File: src/sv/penum_pkg.sv
`default_nettype none
package penum_pkg;

   // defaults for the top-level parameters
   localparam int DEF_MAX_ELEMENTS  = 8;
   localparam int DEF_ELEMENT_WIDTH = 32;

   // fixed field widths
   localparam int COUNT_W     = 4;   // element_count register
   localparam int IDX_W       = 3;   // one entry of the index order, a place, a position
   localparam int VALUE_W     = 32;  // element_value and out_value
   localparam int REQ_TDATA_W = 40;
   localparam int RSP_TDATA_W = 40;

   // request kinds carried on req_tuser
   localparam logic FUNC_LOAD = 1'b0;
   localparam logic FUNC_NEXT = 1'b1;

   // controller to datapath
   typedef struct packed {
      logic cfg_write;     // take csr_data into the element count
      logic load_store;    // write the request value into the element store
      logic restart;       // identity order, clear started and finished
      logic set_started;
      logic set_finished;
      logic seed_init;     // point at the last active place
      logic hold_rd;       // keep the order entry read this cycle
      logic ptr_dec;
      logic ptr_inc;
      logic pivot;         // record pivot place and entry, restart the successor scan
      logic swap;          // exchange pivot with its successor, set up the reversal
      logic rd_hi;         // read the order at the upper reversal pointer
      logic rev_write;     // finish one exchange of the reversal
      logic emit_init;     // point at place 0
      logic push;          // load one element result into the output register
      logic push_exh;      // load the exhausted result
   } cmd_type;

   // datapath to controller
   typedef struct packed {
      logic started;
      logic finished;
      logic n_lt2;
      logic rd_lt_hold;
      logic rd_gt_pval;
      logic ptr_zero;
      logic lo_lt_hi;
      logic emit_last;
      logic out_free;
   } sts_type;

endpackage
`default_nettype wire

File: src/sv/penum_ctrl.sv
`default_nettype none
module penum_ctrl (
   input  wire                   clock,
   input  wire                   reset,
   input  wire                   req_tvalid,
   input  wire                   req_func,
   input  wire                   csr_valid,
   input  penum_pkg::sts_type    sts,
   output penum_pkg::cmd_type    cmd,
   output logic                  req_tready,
   output logic                  csr_ready
);

   localparam logic [2:0] ST_IDLE  = 3'd0;
   localparam logic [2:0] ST_SEED  = 3'd1;
   localparam logic [2:0] ST_SCANP = 3'd2;
   localparam logic [2:0] ST_SCANQ = 3'd3;
   localparam logic [2:0] ST_REVA  = 3'd4;
   localparam logic [2:0] ST_REVB  = 3'd5;
   localparam logic [2:0] ST_EMIT  = 3'd6;
   localparam logic [2:0] ST_EXH   = 3'd7;

   logic [2:0] state_ff;
   logic [2:0] state_in;

   always_comb begin
      state_in = state_ff;
      cmd      = '0;
      unique case (state_ff)
         ST_IDLE: begin
            // a csr write takes the idle cycle ahead of any request
            if (csr_valid) begin
               cmd.cfg_write = 1'b1;
               cmd.restart   = 1'b1;
            end else if (req_tvalid) begin
               if (req_func == penum_pkg::FUNC_LOAD) begin
                  cmd.load_store = 1'b1;
                  cmd.restart    = 1'b1;
               end else if (sts.finished) begin
                  state_in = ST_EXH;
               end else if (!sts.started) begin
                  cmd.set_started = 1'b1;
                  cmd.emit_init   = 1'b1;
                  state_in        = ST_EMIT;
               end else if (sts.n_lt2) begin
                  cmd.set_finished = 1'b1;
                  state_in         = ST_EXH;
               end else begin
                  cmd.seed_init = 1'b1;
                  state_in      = ST_SEED;
               end
            end
         end
         ST_SEED: begin
            cmd.hold_rd = 1'b1;
            cmd.ptr_dec = 1'b1;
            state_in    = ST_SCANP;
         end
         ST_SCANP: begin
            if (sts.rd_lt_hold) begin
               cmd.pivot = 1'b1;
               state_in  = ST_SCANQ;
            end else if (sts.ptr_zero) begin
               cmd.set_finished = 1'b1;
               state_in         = ST_EXH;
            end else begin
               cmd.hold_rd = 1'b1;
               cmd.ptr_dec = 1'b1;
            end
         end
         ST_SCANQ: begin
            if (sts.rd_gt_pval) begin
               cmd.swap = 1'b1;
               state_in = ST_REVA;
            end else begin
               cmd.ptr_dec = 1'b1;
            end
         end
         ST_REVA: begin
            if (sts.lo_lt_hi) begin
               cmd.hold_rd = 1'b1;
               state_in    = ST_REVB;
            end else begin
               cmd.emit_init = 1'b1;
               state_in      = ST_EMIT;
            end
         end
         ST_REVB: begin
            cmd.rd_hi     = 1'b1;
            cmd.rev_write = 1'b1;
            state_in      = ST_REVA;
         end
         ST_EMIT: begin
            if (sts.out_free) begin
               cmd.push = 1'b1;
               if (sts.emit_last) begin
                  state_in = ST_IDLE;
               end else begin
                  cmd.ptr_inc = 1'b1;
               end
            end
         end
         ST_EXH: begin
            if (sts.out_free) begin
               cmd.push_exh = 1'b1;
               state_in     = ST_IDLE;
            end
         end
         default: state_in = ST_IDLE;
      endcase
   end

   always_ff @(posedge clock) begin
      if (reset) begin
         state_ff <= ST_IDLE;
      end else begin
         state_ff <= state_in;
      end
   end

   assign req_tready = (state_ff == ST_IDLE) && !csr_valid;
   assign csr_ready  = (state_ff == ST_IDLE);

endmodule
`default_nettype wire

File: src/sv/penum_dpath.sv
`default_nettype none
module penum_dpath #(
   parameter int MAX_ELEMENTS  = penum_pkg::DEF_MAX_ELEMENTS,
   parameter int ELEMENT_WIDTH = penum_pkg::DEF_ELEMENT_WIDTH
) (
   input  wire                                    clock,
   input  wire                                    reset,
   input  penum_pkg::cmd_type                     cmd,
   output penum_pkg::sts_type                     sts,
   input  wire  [penum_pkg::COUNT_W-1:0]          csr_data,
   input  wire  [penum_pkg::IDX_W-1:0]            req_position,
   input  wire  [penum_pkg::VALUE_W-1:0]          req_value,
   output logic                                   rsp_tvalid,
   input  wire                                    rsp_tready,
   output logic [penum_pkg::VALUE_W-1:0]          rsp_value,
   output logic [penum_pkg::IDX_W-1:0]            rsp_place,
   output logic                                   rsp_tlast,
   output logic                                   rsp_tuser
);

   localparam int PosW = (MAX_ELEMENTS > 1) ? $clog2(MAX_ELEMENTS) : 1;
   localparam int IdxW = penum_pkg::IDX_W;
   localparam int CntW = penum_pkg::COUNT_W;

   logic [ELEMENT_WIDTH-1:0] store_ff [MAX_ELEMENTS];
   logic [IdxW-1:0]          ord_ff   [MAX_ELEMENTS];

   logic [CntW-1:0] cnt_ff, cnt_in;
   logic [IdxW-1:0] ptr_ff, hi_ff, hold_ff, pivot_ff, pval_ff;
   logic            started_ff, finished_ff;
   logic            rvalid_ff;
   logic [penum_pkg::VALUE_W-1:0] rvalue_ff;
   logic [IdxW-1:0] rplace_ff;
   logic            rlast_ff, rexh_ff;

   logic [IdxW-1:0] nm1;
   logic [IdxW-1:0] rd_addr;
   logic [IdxW-1:0] rd;
   logic [63:0]     load_wide;
   logic [63:0]     elem_wide;
   logic            out_free;

   assign nm1       = IdxW'(cnt_ff - CntW'(1));
   assign rd_addr   = cmd.rd_hi ? hi_ff : ptr_ff;
   assign rd        = ord_ff[rd_addr[PosW-1:0]];
   assign load_wide = 64'(signed'(req_value));
   assign elem_wide = 64'(signed'(store_ff[rd[PosW-1:0]]));
   assign out_free  = !rvalid_ff || rsp_tready;

   // clamp the written count into 1..MAX_ELEMENTS
   always_comb begin
      cnt_in = cnt_ff;
      if (cmd.cfg_write) begin
         if (csr_data == '0) begin
            cnt_in = CntW'(1);
         end else if (csr_data > CntW'(MAX_ELEMENTS)) begin
            cnt_in = CntW'(MAX_ELEMENTS);
         end else begin
            cnt_in = csr_data;
         end
      end
   end

   always_comb begin
      sts.started    = started_ff;
      sts.finished   = finished_ff;
      sts.n_lt2      = (cnt_ff < CntW'(2));
      sts.rd_lt_hold = (rd < hold_ff);
      sts.rd_gt_pval = (rd > pval_ff);
      sts.ptr_zero   = (ptr_ff == '0);
      sts.lo_lt_hi   = (ptr_ff < hi_ff);
      sts.emit_last  = (ptr_ff == nm1);
      sts.out_free   = out_free;
   end

   always_ff @(posedge clock) begin
      if (cmd.load_store && (32'(req_position) < 32'(MAX_ELEMENTS))) begin
         store_ff[req_position[PosW-1:0]] <= load_wide[ELEMENT_WIDTH-1:0];
      end
   end

   always_ff @(posedge clock) begin
      if (reset) begin
         cnt_ff      <= CntW'(MAX_ELEMENTS);
         started_ff  <= 1'b0;
         finished_ff <= 1'b0;
         rvalid_ff   <= 1'b0;
         for (int i = 0; i < MAX_ELEMENTS; i++) begin
            ord_ff[i] <= IdxW'(i);
         end
      end else begin
         cnt_ff <= cnt_in;
         if (cmd.restart) begin
            started_ff  <= 1'b0;
            finished_ff <= 1'b0;
            for (int i = 0; i < MAX_ELEMENTS; i++) begin
               ord_ff[i] <= IdxW'(i);
            end
         end else begin
            if (cmd.set_started) begin
               started_ff <= 1'b1;
            end
            if (cmd.set_finished) begin
               finished_ff <= 1'b1;
            end
            if (cmd.swap) begin
               ord_ff[pivot_ff[PosW-1:0]] <= rd;
               ord_ff[ptr_ff[PosW-1:0]]   <= pval_ff;
            end
            if (cmd.rev_write) begin
               ord_ff[ptr_ff[PosW-1:0]] <= rd;
               ord_ff[hi_ff[PosW-1:0]]  <= hold_ff;
            end
         end
         if (cmd.push || cmd.push_exh) begin
            rvalid_ff <= 1'b1;
         end else if (rsp_tready) begin
            rvalid_ff <= 1'b0;
         end
      end
   end

   // scan pointers, held entries and the output payload
   always_ff @(posedge clock) begin
      if (cmd.seed_init || cmd.pivot) begin
         ptr_ff <= nm1;
      end else if (cmd.emit_init) begin
         ptr_ff <= '0;
      end else if (cmd.swap) begin
         ptr_ff <= pivot_ff + IdxW'(1);
      end else if (cmd.ptr_dec) begin
         ptr_ff <= ptr_ff - IdxW'(1);
      end else if (cmd.ptr_inc || cmd.rev_write) begin
         ptr_ff <= ptr_ff + IdxW'(1);
      end
      if (cmd.swap) begin
         hi_ff <= nm1;
      end else if (cmd.rev_write) begin
         hi_ff <= hi_ff - IdxW'(1);
      end
      if (cmd.hold_rd) begin
         hold_ff <= rd;
      end
      if (cmd.pivot) begin
         pivot_ff <= ptr_ff;
         pval_ff  <= rd;
      end
      if (cmd.push) begin
         rvalue_ff <= elem_wide[penum_pkg::VALUE_W-1:0];
         rplace_ff <= ptr_ff;
         rlast_ff  <= (ptr_ff == nm1);
         rexh_ff   <= 1'b0;
      end else if (cmd.push_exh) begin
         rvalue_ff <= '0;
         rplace_ff <= '0;
         rlast_ff  <= 1'b1;
         rexh_ff   <= 1'b1;
      end
   end

   assign rsp_tvalid = rvalid_ff;
   assign rsp_value  = rvalue_ff;
   assign rsp_place  = rplace_ff;
   assign rsp_tlast  = rlast_ff;
   assign rsp_tuser  = rexh_ff;

endmodule
`default_nettype wire

File: src/sv/permutation_enumerator_unit.sv
`default_nettype none
// Channel   Ports                                  Moves
// req       req_tvalid/tready, tdata[40], tuser    load or next request
// rsp       rsp_tvalid/tready, tdata[40], tlast,   one permutation element, or the
//           tuser                                  exhausted marker
// csr       csr_valid/ready, csr_data[4]           element count (1..MAX_ELEMENTS)
//
// A load request writes one element into the store, restarts the order and gives
// no result. A next request walks the index order through one shared read port:
// a seed step, the pivot scan, the successor scan and the suffix reversal, whose
// exchanges each read the lower entry, then the upper, and write both. It then
// emits each element in order of place. The first next after a restart emits the
// identity order; a next after the last permutation gives the exhausted marker.
// Reset is synchronous: the count returns to MAX_ELEMENTS, the order to identity.
// A stalled rsp_tready holds the output register and freezes the emit sequence.
// Requests and csr writes are taken only while the unit is idle; a csr write
// offered together with a request goes first and holds the request off.
module permutation_enumerator_unit #(
   parameter int MAX_ELEMENTS  = penum_pkg::DEF_MAX_ELEMENTS,
   parameter int ELEMENT_WIDTH = penum_pkg::DEF_ELEMENT_WIDTH
) (
   input  wire                                 clock,
   input  wire                                 reset,
   // request
   input  wire                                 req_tvalid,
   output logic                                req_tready,
   input  wire  [penum_pkg::REQ_TDATA_W-1:0]   req_tdata,  // load_position[2:0], element_value[34:3], zero pad
   input  wire                                 req_tuser,  // func
   // result
   output logic                                rsp_tvalid,
   input  wire                                 rsp_tready,
   output logic [penum_pkg::RSP_TDATA_W-1:0]   rsp_tdata,  // out_value[31:0], out_place[34:32], zero pad
   output logic                                rsp_tlast,  // last_of_perm
   output logic                                rsp_tuser,  // exhausted
   // element count register
   input  wire                                 csr_valid,
   output logic                                csr_ready,
   input  wire  [penum_pkg::COUNT_W-1:0]       csr_data
);

   localparam int ValW = penum_pkg::VALUE_W;
   localparam int IdxW = penum_pkg::IDX_W;

   penum_pkg::cmd_type cmd;
   penum_pkg::sts_type sts;

   logic [ValW-1:0] rsp_value;
   logic [IdxW-1:0] rsp_place;

   // sequence each request
   penum_ctrl u_ctrl (
      .clock      (clock),
      .reset      (reset),
      .req_tvalid (req_tvalid),
      .req_func   (req_tuser),
      .csr_valid  (csr_valid),
      .sts        (sts),
      .cmd        (cmd),
      .req_tready (req_tready),
      .csr_ready  (csr_ready)
   );

   // hold the store, the index order and the output register
   penum_dpath #(
      .MAX_ELEMENTS  (MAX_ELEMENTS),
      .ELEMENT_WIDTH (ELEMENT_WIDTH)
   ) u_dpath (
      .clock        (clock),
      .reset        (reset),
      .cmd          (cmd),
      .sts          (sts),
      .csr_data     (csr_data),
      .req_position (req_tdata[IdxW-1:0]),
      .req_value    (req_tdata[IdxW+ValW-1:IdxW]),
      .rsp_tvalid   (rsp_tvalid),
      .rsp_tready   (rsp_tready),
      .rsp_value    (rsp_value),
      .rsp_place    (rsp_place),
      .rsp_tlast    (rsp_tlast),
      .rsp_tuser    (rsp_tuser)
   );

   // pack the result fields, value in the low bits
   assign rsp_tdata = {{(penum_pkg::RSP_TDATA_W - ValW - IdxW){1'b0}}, rsp_place, rsp_value};

endmodule
`default_nettype wire
File: config.mk
export PLATFORM = sky130hd
export DESIGN_NAME = permutation_enumerator_unit
export DESIGN_NICKNAME = d
export VERILOG_FILES = /design/src/sv/penum_pkg.sv /design/src/sv/penum_ctrl.sv /design/src/sv/penum_dpath.sv /design/src/sv/permutation_enumerator_unit.sv
export SDC_FILE = /design/constraint.sdc
export NUM_CORES = 1
export LEC_CHECK = 0
export BUFFER_PORTS_ARGS = -buffer_cell sky130_fd_sc_hd__buf_2
export CAP_MARGIN = 20
export CORE_ASPECT_RATIO = 0.7
export CORE_UTILIZATION = 50
export CTS_BUF_LIST = sky130_fd_sc_hd__clkbuf_4
export CTS_CLUSTER_DIAMETER = 40
export DETAILED_ROUTE_END_ITERATION = 8
export PLACE_DENSITY = 0.69
export REMOVE_ABC_BUFFERS = 1
export SETUP_SLACK_MARGIN = 0.4
export SYNTH_ARGS = -nofsm -noshare
export SYNTH_HDL_FRONTEND = slang
export SYNTH_HIERARCHICAL = 1
export SYNTH_SLANG_ARGS = --single-unit
export TNS_END_PERCENT = 30
File: constraint.sdc
create_clock -name clock -period 6 [get_ports clock]
set_input_delay 0.6 -clock clock [delete_from_list [all_inputs] [get_ports clock]]
set_output_delay 0.6 -clock clock [all_outputs]
set_load 0.01 [all_outputs]
Yosys cells after proc, flatten, opt, wreduce, memory -nomap -nowiden
Memory sizes are Yosys's and may differ from the RTL's.
Index checks and enable logic that the tools add are counted.
{ "word_totals": {"ff_bits": 62, "ramBits": 280, "mem_count": 2} }
{ "memory_table": {"columns": ["name", "depth", "word_bits", "read_ports", "rd_clocked_by_memory_dff", "write_ports", "line_no", "rtl"], "rows": [
  ["u_dpath.store_ff", 8, 32, 1, 0, 1, "penum_dpath.sv:25", "logic [ELEMENT_WIDTH-1:0] store_ff [MAX_ELEMENTS];"],
  ["u_dpath.ord_ff", 8, 3, 1, 0, 8, "penum_dpath.sv:26", "logic [IdxW-1:0] ord_ff [MAX_ELEMENTS];"]
]} }
{ "classes": {"add_sub_neg": 5, "n_lt_le_gt_ge": 5, "eq_ne": 17, "muxes": 105, "bitwise": 12, "reduce_logical": 19} }
{ "ops": {"columns": ["cell", "n"], "rows": [
  ["two-way mux 3 bit", 40],
  ["two-way mux 32 bit", 2],
  ["two-way mux 1 bit", 48],
  ["one-hot mux 3 bit (8 select lines)", 1],
  ["equality test 3 bit (second input constant)", 4],
  ["two-way mux 2 bit", 6],
  ["two-way mux 4 bit", 3],
  ["inequality test 2 bit (second input constant)", 5],
  ["bitwise OR 1 bit", 9],
  ["OR reduction 3 bit", 3],
  ["subtractor 3 x 1 -> 3 bit (second input constant)", 3],
  ["AND reduction 8 bit", 1],
  ["adder 3 x 1 -> 3 bit (second input constant)", 2],
  ["equality test 3 x 2 -> 1 bit (second input constant)", 2],
  ["equality test 3 bit", 2],
  ["logical NOT 3 bit", 2],
  ["less-than comparator 3 bit", 2],
  ["one-hot mux 1 bit (3 select lines)", 2],
  ["nonzero test 2 bit", 3],
  ["two-way mux 5 bit", 1],
  ["nonzero test 5 bit", 1],
  ["greater-than comparator 4 bit (second input constant)", 1],
  ["logical NOT 4 bit", 1],
  ["logical OR 1 bit", 4],
  ["11 further kinds", 15]
]} }

Depth between registers and ports, before layout
{ "depth": {"ltp_word": 16, "ltp_mapped": 25} }

Modules after synthesis
The synthesis kept the hierarchy.
{ "modules_own_cells": {"columns": ["mod", "n_inst", "cells_per_inst", "area_per_inst_um2"], "rows": [
  ["penum_dpath", 1, 1121, 14071.0],
  ["penum_ctrl", 1, 66, 470.5],
  ["permutation_enumerator_unit", 1, 6, 41.3]
]} }

Worst setup path before layout
No wires, ideal clock.
{ "synth_path": {"path_kind": "register -> register", "from": "register u_ctrl.state_ff[0]", "to": "memory u_dpath/ord_ff[1][1] (netlist name), data pin", "arrival_ns": 4.288, "path_slack_ns": 1.452, "stages_incl_launch_ff": 25, "n_path_buf": 4, "cell_sequence": "dfxtp_1 -> buf_2 -> nand2_1 -> nor2_1 -> buf_4 -> buf_2 -> mux2_1 -> o21ai_1 -> a211oi_1 -> o32ai_1 -> buf_2 -> inv_1 -> ha_1 -> a21o_1 -> a21oi_1 -> a31oi_1 -> and3_1 -> nor2_1 -> inv_1 -> nand3_1 -> nor3_1 -> nor2_1 -> a21oi_1 -> o21ai_0 -> mux2_2"} }
{ "synth_rtl": {"columns": ["item", "line_no", "rtl"], "rows": [
  ["from (decl)", "penum_ctrl.sv:23", "logic [2:0] state_ff;"],
  ["from (signal assigned)", "penum_ctrl.sv:117", "state_ff <= state_in;"],
  ["to (decl)", "penum_dpath.sv:26", null]
]} }

==> impl_metrics.ini <==
[run_status]
outcome = finished clean

[clock_network]
cts_sinks = 342
cts_root_buffer = clkbuf_4
cts.reportedPaths.clkPinSlew_ns = 0.07
clk_latency_ns = 0.71
ctsHtreeMaxLevel = 3
cts_buffer_depth = 3
cts-buffers-inserted = 80
tritoncts_clock_tree = yes

[synthesis]
synth_area_leaders = edfxtp_1, nand2_1, a21oi_1, or4_1, dfxtp_1
cell_area_synth_sq_mm = 0.0146
largest_area_contributor_in_the_netlist = edfxtp_1
portion_of_netlist_area_occupied_by_mux_cells_pct = 0.978
ys.warnings.count = 6
synth_simple_gate_area_share_pct = 15.0
synth_compound_gate_area_share_pct = 9.90
synth-xor-area-share_pct = 0.480
unique_cell_type_count_in_the_yosys_netlist = 70
synth-edff-count = 331
postSynth.topFlopCell = edfxtp_1
synth-adder-area-share_pct = 0.995
synthDominantCellAreaShare_pct = 68.2
post_synth.cell_area_avg_sq_um = 12.2
synth_sequential_area_ratio_pct = 69.7
synth-async-reset-ratio_pct = 0
synthesis.instances = 1193
synth_top_family_by_area = simple AND/OR/NAND/NOR gates
synth_seq_cells = 342

[placed_design]
placed_area_sq_mm = 0.0154
place.gp.congestion = 0.950
io_buffers = 84
dp_hpwl_mm = 20.0

[worst_setup_path]
crit_path_start_kind = flop
cp_top_family = compound AO/OA/AOI/OAI gates
critical_path_required_ns = 6.45
timing.rr.start = u_ctrl/state_ff[2]
cpMaxStageDelayCell = mux2_2
cpPeakStageDelay_ns = 0.41
worstSetupEndpointType = flop
most_frequent_cell_on_the_critical_path = nor2_1
timing_worst_setup_path_type = reg -> reg
timing.critical_path.depth = 22
crit_buf_inv = 4
worst_r2r_path_depth = 22
worst-path-max-fanout = 14
critical_path.cell_chain = nand2_1 > nor2_1 > buf_4 > mux2_2 > o21ai_1 > a211oi_1 > o32ai_1 > inv_1 > ha_1 > a21o_1 > a21oi_1 > a31oi_1 > and3_1 > buf_4 > nor2_1 > inv_1 > nand3_1 > nor3_2 > nor2_1 > a21oi_1 > o21ai_0 > mux2_2
setup.worst_path.start = u_ctrl/state_ff[2]
crit_arrival_ns = 5.49

[die]
std_cell_rows = 51
io_pins = 95
fp.coreArea_sq_mm = 0.0282
dieArea_sq_mm = 0.0299
starting_density_of_the_core_pct = 51.7
floorplan.die.width_um = 206
die_h_um = 145

[pwr]
combPwrFrac_pct = 32.8
ir_drop_v = 0.000382
power_switching_mw = 2.65
pwr-share-seq_pct = 41.4
sw_frac_of_total_pct = 37.0
cellPowerDensity_mw_per_mm2 = 437
leakage_nw = 5.86
power_frac_clock_pct = 25.8
p_int_mw = 4.52

[routing]
dr_total_vias = 10000
vias_per_cell = 5.74
routed_wirelength_mm = 35.1
detail_route.wl_per_cell_um = 20.2
drtAntennaViolNets = 0
dr.first_iter.drc_count = 968
drt-pass1-iter-count = 7
post-route-drc-count = 0

[sta]
number_of_failing_hold_endpoints_at_the_final_stage = 0
final_max_slew_viol_count = 0
tightestPinTransition_ns = 1.08
relSlewSlack_pct = 27.9
min_period_over_period_pct = 84.0
report.final.setup_viol = 0
finalClockSkew_ns = 0.0478
finalWorstPathRequiredPeriod_ns = 5.04
setup_tns_ns = 0
final.hold.worst_slack_ns = 0.156
fmaxAchievable_mhz = 198
grt_setup_unrepaired = false

[hold_path]
worst_hold_path.num_cells = 2
hold_path_class = in -> reg
timing.hold.worst.start = csr_data[3]

[grt]
maximum_number_of_pins_on_one_net_before_global_route_repair = 93
number_of_antenna_violations_at_the_first_check_in_global_routing = 5
grt_usage_pct = 24.1
grt.overflow.total = 0
grt_first_pass_wirelength_mm = 53.2
first_global_vias = 9566

[layout]
syn2layout_area_growth_pct = 12.6
design.final.nets = 1382
final_core_utilization_pct = 58.2
drive_above_1_share_pct = 19.4
layout.cell_area.non_filler_sq_mm = 0.0164

[job]
drv_cap = 0
-- layer usage --
layer	GRT usage (%)	routed length, um	vias up
met2	36.4	15800	483
met3	6.81	3620	63
met4	8.55	673	6
met5	0	38	-
li1	-	-	4650
met1	33.4	15000	4803
-- path summary, 6_finish.rpt --
| path | end | slack (ns) |
|---|---|---|
| min reg2reg | u_dpath/cnt_ff[2] | 0.51 |
| max reg2reg | u_dpath/ord_ff[1][1] | 0.96 |
| max | u_dpath/ord_ff[1][1] | 0.96 |
| min | u_dpath/cnt_ff[3] | 0.16 |
-- flip-flops by register name, indices dropped and copies added, names as in the netlist --
register / count
u_dpath/store_ff: 256
u_dpath/rsp_value: 32
u_dpath/ord_ff: 24
u_dpath/cnt_ff: 4
u_ctrl/state_ff: 3
u_dpath/hi_ff: 3
u_dpath/hold_ff: 3
u_dpath/pivot_ff: 3
u_dpath/ptr_ff: 3
u_dpath/pval_ff: 3
u_dpath/rsp_place: 3
u_dpath/finished_ff: 1
u_dpath/rsp_tlast: 1
u_dpath/rsp_tuser: 1
u_dpath/rsp_tvalid: 1
u_dpath/started_ff: 1
-- cell families (layout without fill, tap and decap cells) --
kind of cell	count (synthesis)	after routing
AND/OR/NAND/NOR	481	481
flip-flops	342	342
AO/OA/AOI/OAI	247	247
buffers and inverters	90	261
multiplexers	13	13
adder cells (fa/ha/maj)	11	11
XOR/XNOR	8	8
other	1	9
-- timing repair --
item                       CTS  global route
setup buffers                0             0
resized for setup            0             1
hold buffers                 0             0
setup endpoints to repair    0             1
-- cells in the mapped netlist (2+ instances only) --
library cell and instances:
nor2b_1 17, o21ai_0 25, nand2b_1 14, buf_2 23
o22ai_1 11, mux2i_1 5, edfxtp_1 331, a221oi_1 6
a211oi_1 4, o22a_1 2, a22oi_1 5, o221ai_1 5
and2_1 6, nand2_1 291, inv_1 17, ha_1 10
buf_4 9, buf_1 5, a21o_1 8, nor2_1 55
or3_1 2, xnor2_1 5, nand4b_1 3, or3b_1 2
nor4b_1 2, dfxtp_1 11, clkbuf_1 31, nand3_1 17
xor2_1 3, a21oi_1 158, nor4_1 2, o21a_1 6
and3_1 4, nand3b_1 4, or4_1 32, buf_6 3
mux2_2 6, nor3_1 18, nand4_1 4
-- cell usage in the layout (no fill, tap or decap), types with 5 or more instances in the layout --
cell type / count
nor3_1: 15
nand2_1: 291
nand2b_1: 14
conb_1: 5
a22oi_1: 5
a21oi_1: 158
nor2b_1: 17
dfxtp_1: 11
a21o_1: 8
buf_4: 29
o221ai_1: 5
and2_1: 6
or4_1: 32
clkbuf_4: 120
ha_1: 10
nand3_1: 16
nor2_4: 6
o21ai_0: 25
o21a_1: 6
o22ai_1: 11
a221oi_1: 6
mux2i_1: 5
buf_2: 84
xnor2_1: 5
nor2_1: 49
inv_1: 16
mux2_2: 6
edfxtp_1: 331
-- per-stage QoR --
stage / total power [mW] / instances / setup slack, ns
2_1_floorplan: 4.57 / 1126 / -0.452
3_3_place_gp: 5.28 / 1610 / 1.07
3_5_place_dp: 5.33 / 1610 / 0.925
4_1_cts: 7.20 / 1739 / 0.918
5_1_grt: 7.60 / 1740 / 0.645
6_report: 7.17 / 1743 / 0.962
-- power by group through the flow --
| stage | sequential [mW] | combinational, mW | clock, mW |
|---|---|---|---|
| finish | 2.97 | 2.35 | 1.85 |
| global route | 2.98 | 2.61 | 2.02 |
| CTS | 2.96 | 2.33 | 1.90 |
| detailed placement | 3.01 | 2.32 | 0 |
| global placement | 3.01 | 2.27 | 0 |
| floorplan | 3.02 | 1.56 | 0 |
-- cell type report --
| cell class | count | area (sq um) |
|---|---|---|
| well taps | 371 | 464 |
| flip-flops and latches | 342 | 10200 |
| repair buffers | 113 | 638 |
| multi-input cells | 765 | 4070 |
| clock buffers | 120 | 901 |
| diodes | 4 | 10.0 |
| clock inverters | 9 | 95.1 |
| fillers | 2285 | 11800 |
| inverters | 19 | 86.3 |
(Power assumes the default switching activity.)
